## config.mk

```make
export PLATFORM = sky130hd
export DESIGN_NAME = sups_ctrl
export DESIGN_NICKNAME = d
export VERILOG_FILES = /design/src/rtl/core/sups_pkg.sv /design/src/rtl/core/sups_ctrl.sv
export SDC_FILE = /design/constraint.sdc
export NUM_CORES = 1
export LEC_CHECK = 0
export BUFFER_PORTS_ARGS = -buffer_cell sky130_fd_sc_hd__clkbuf_2
export CORE_AREA = 2 2 39 41
export DETAILED_ROUTE_END_ITERATION = 6
export DIE_AREA = 0 0 41 43
export GPL_TIMING_DRIVEN = 0
export PLACE_DENSITY_LB_ADDON = 0.12
export SYNTH_ARGS = -nofsm -noshare
export SYNTH_HDL_FRONTEND = slang
export SYNTH_SLANG_ARGS = --single-unit
export TNS_END_PERCENT = 20
```

## constraint.sdc

```tcl
create_clock -name clk -period 2.85 [get_ports clk]
set_input_delay 0.7125 -clock clk [delete_from_list [all_inputs] [get_ports clk]]
set_output_delay 0.7125 -clock clk [all_outputs]
set_load 0.03 [all_outputs]
```

## src/rtl/core/sups_pkg.sv

```systemverilog
// Package with the shared constants and types of the sorted unique pair set.
`default_nettype none
package sups_pkg;
  localparam int CAPACITY = 64;
  localparam int CNT_W = $clog2(CAPACITY + 1);

  localparam logic [1:0] REQ_INSERT = 2'd0;
  localparam logic [1:0] REQ_POP    = 2'd1;

  localparam logic [2:0] ST_INSERTED  = 3'd0;
  localparam logic [2:0] ST_DUPLICATE = 3'd1;
  localparam logic [2:0] ST_FULL      = 3'd2;
  localparam logic [2:0] ST_POPPED    = 3'd3;
  localparam logic [2:0] ST_EMPTY     = 3'd4;
  localparam logic [2:0] ST_CLEARED   = 3'd5;

  localparam logic [31:0] SIGN_FLIP = 32'h8000_0000;

  typedef struct packed {
    logic load;
    logic compare;
    logic apply;
  } sups_cmd_t;
endpackage
`default_nettype wire

```

## src/rtl/core/sups_ctrl.sv

```systemverilog
// Controller state machine sequencing load, compare, apply and response.
`default_nettype none
module sups_ctrl
  import sups_pkg::*;
(
  input  wire logic clk,
  input  wire logic rst,
  input  wire logic in_valid,
  output logic      in_ready,
  output logic      out_valid,
  input  wire logic out_ready,
  output sups_cmd_t cmd
);
  localparam logic [1:0] S_IDLE  = 2'd0;
  localparam logic [1:0] S_CMP   = 2'd1;
  localparam logic [1:0] S_APPLY = 2'd2;
  localparam logic [1:0] S_RESP  = 2'd3;

  logic [1:0] state, state_next;

  always_comb begin
    state_next = state;
    case (state)
      S_IDLE:  if (in_valid) state_next = S_CMP;
      S_CMP:   state_next = S_APPLY;
      S_APPLY: state_next = S_RESP;
      S_RESP:  if (out_ready) state_next = S_IDLE;
      default: state_next = S_IDLE;
    endcase
  end

  always_ff @(posedge clk) begin
    if (rst) state <= S_IDLE;
    else     state <= state_next;
  end

  assign in_ready    = (state == S_IDLE);
  assign out_valid   = (state == S_RESP);
  assign cmd.load    = (state == S_IDLE) && in_valid;
  assign cmd.compare = (state == S_CMP);
  assign cmd.apply   = (state == S_APPLY);
endmodule
`default_nettype wire

```

==> summary.md <==
| Metric | Value |
|---|---|
| CTS tree | `yes` |
| DRC | `0` |
| Sw frac | `a little under half` |
| Largest net degree at the start of global routing | `5` |
| Gpl congestion | `0.596` |
| Least-Margin Pin Slew | `around 0.23 ns` |
| Tmin final | `1.93 ns` |
| Flops & latches, synth | `2` |
| Netlist cell types | `10` |
| Routed WL per cell | `~7.4 um` |
| Clock Skew | `0.000997 ns` |
| Max reg flops | `2` |
| DR vias/cell | `between 3 and 4` |
| Clock power share | `25.1%` |
| Initial drt markers | `2` |
| Register area | `roughly 40 sq um` |
| WP data arrival | `approximately 1.2 ns` |
| Hold buffers post-CTS | `0` |
| H-tree Lvls | `1` |
| Setup total negative slack | `0 ns` |
| Final Hold Viols | `0` |
| FILL cells | `163` |
| Clk buf depth | `2` |
| Std cell rows | `14` |
| Total CTS buffers | `3` |
| Critical path class | `register to output pin` |
| Clk sinks | `2` |
| Register share of total power | `19.9%` |
| Pint | `133 uW` |
| GRT Util Overall | `5.81%` |
| Die height | `between 40 and 50 um` |
| Initial antenna violation count | `0` |
| Ports | `9` |
| First-pass GRT wire length | `572 um` |
| Final global-route overflow total | `0` |
| Seq/Total Area, Yosys | `approximately a quarter` |
| Die Footprint | `0.00176 sq mm` |
| Total power | `248 uW` |
| Root Buffer Master | `clkbuf_4` |
| Die W | `between 40 and 50 um` |
| Most flops, register | `state` |
| Cells after Synth | `18` |
| Final ANT Viol Nets | `0` |
| Max Clock Freq | `0.519 GHz` |
| Critical path peak fanout | `4` |
| Mapped cell area | `164 sq um` |
| I/O Buffers | `8` |
| Post-CTS sizing | `0` |
| Top flop regs | `state x2` |
| Combinational Power Share | `55.0%` |
| WHS Path Cells | `2` |
| Final Net Count | `39` |
| Vias in the first global route | `approximately 170` |
| Pleak | `0.140 nW` |
| Synth-to-layout area growth | `50.4%` |
| Core Area | `0.00138 sq mm` |
| Initial Util | `11.8%` |
| Yosys warnings | `0` |
| CTS clk-pin slew, worst paths | `roughly 0.03 ns` |
| Startpoint class of the critical path | `register` |
| Detailed Route WL | `333 um` |
| Worst-Skew Late Latency | `roughly 0.22 ns` |
| WHS | `slightly above 0.5 ns` |
| Max cap viols | `0` |
| Syn Area/Cell | `between 9 and 10 sq um` |
| Final Cycle Share | `67.6%` |
| Post CTS Setup Buffer Count | `0` |
| Multi-input gate area | `between 100 and 150 sq um` |
| CP required | `2.14 ns` |
| VDD IR max | `0.251 mV` |
| Share of layout cells above drive strength 1 | `slightly above 40%` |
| N_diodes | `0` |
| Outcome | `completed` |
| Slew Viols, Final | `0` |
| Total iterations of the first detailed-routing run | `2` |
| Setup crit end kind | `output pin` |
| Post-Syn Nets | `26` |
| DR vias | `around 160` |
| Hold WC Path Type | `register to register` |
| Sw power | `between 100 and 150 uW` |
| RSZ-0062 raised after global routing | `false` |
| Max-Slew Margin vs Limit | `84.9%` |
| R2r worst-path depth | `4` |
| PwrDens | `1010 mW/mm^2` |
| Final setup viols | `0` |
## Yosys cell counts, drive strengths merged
library cell | instances | area [sq um]
o211a | 1 | 10.0
a21oi | 1 | 5.00
or3 | 1 | 6.26
mux2i | 1 | 10.0
nand2 | 2 | 7.51
ha | 4 | 50.1
nor2b | 1 | 13.8
dfxtp | 2 | 40.0
and2 | 1 | 6.26
inv | 4 | 15.0
## layout by cell type, fill, tap and decap left out
cell type / netlist / final
clkbuf_4: 0 / 3
nor2b_4: 1 / 1
clkbuf_2: 0 / 8
and2_1: 1 / 1
o211a_1: 1 / 1
ha_1: 4 / 4
or3_1: 1 / 1
mux2i_1: 1 / 1
inv_1: 4 / 4
a21oi_1: 1 / 1
dfxtp_1: 2 / 2
nand2_1: 2 / 2
## layer usage
layer / vias to the layer above / GRT usage (%) / share of wire, %
li1: 80 / - / -
met1: 68 / 4.78 / 49
met2: 8 / 6.88 / 40
met3: 0 / 4.71 / 10
met4: 0 / 8.00 / 0
met5: - / 0 / 0
## worst paths after layout
| check | startpoint | slack (ns) | endpoint |
|---|---|---|---|
| min | state[1]$_SDFFE_PP0P_ | 0.51 | state[1]$_SDFFE_PP0P_ |
| min reg2reg | state[1]$_SDFFE_PP0P_ | 0.51 | state[1]$_SDFFE_PP0P_ |
| max | state[0]$_SDFFE_PP0P_ | 0.92 | cmd[2] |
| max reg2reg | state[0]$_SDFFE_PP0P_ | 1.55 | state[0]$_SDFFE_PP0P_ |
## power by group through the flow
stage	clock, mW	sequential [mW]	combinational, mW
after floorplan	0	0.0472	0.112
after global placement	0	0.0516	0.138
after detailed placement	0	0.0507	0.139
after CTS	0.0673	0.0503	0.140
after global routing	0.0737	0.0515	0.154
final	0.0622	0.0494	0.137
## stage by stage
| step | cell area, sq um | utilization [%] | setup WS [ns] | std cells |
|---|---|---|---|---|
| CTS | 246 | 17.8 | 0.893 | 45 |
| floorplan | 164 | - | 1.03 | 18 |
| global placement | 224 | 16.2 | 1.03 | 42 |
| finish | 246 | 17.8 | 0.925 | 45 |
| global route | 246 | 17.8 | 0.818 | 45 |
| detailed placement | 224 | 16.2 | 1.02 | 42 |
## area by class of cell
cell class | instances | area share (%)
clock buffers | 3 | 9.14
inverters | 4 | 6.09
multi-input cells | 12 | 44.2
flip-flops and latches | 2 | 16.2
well taps | 16 | 8.12
repair buffers | 8 | 16.2
## cell families (layout without fill, tap and decap cells)
group,Yosys count,after routing,share of synthesized area [%]
buf+inv,4,15,9.16
fa+ha+maj,4,4,30.5
simple gates,5,5,20.6
compound gates,2,2,9.16
mux,1,1,6.11
flops,2,2,24.4
## critical path: stages, from the launching register on
cell	delay [ns]
dfxtp_1	0.37
inv_1	0.08
ha_1	0.23
and2_1	0.14
clkbuf_2	0.17
Power figures use the tool's default switching activity.
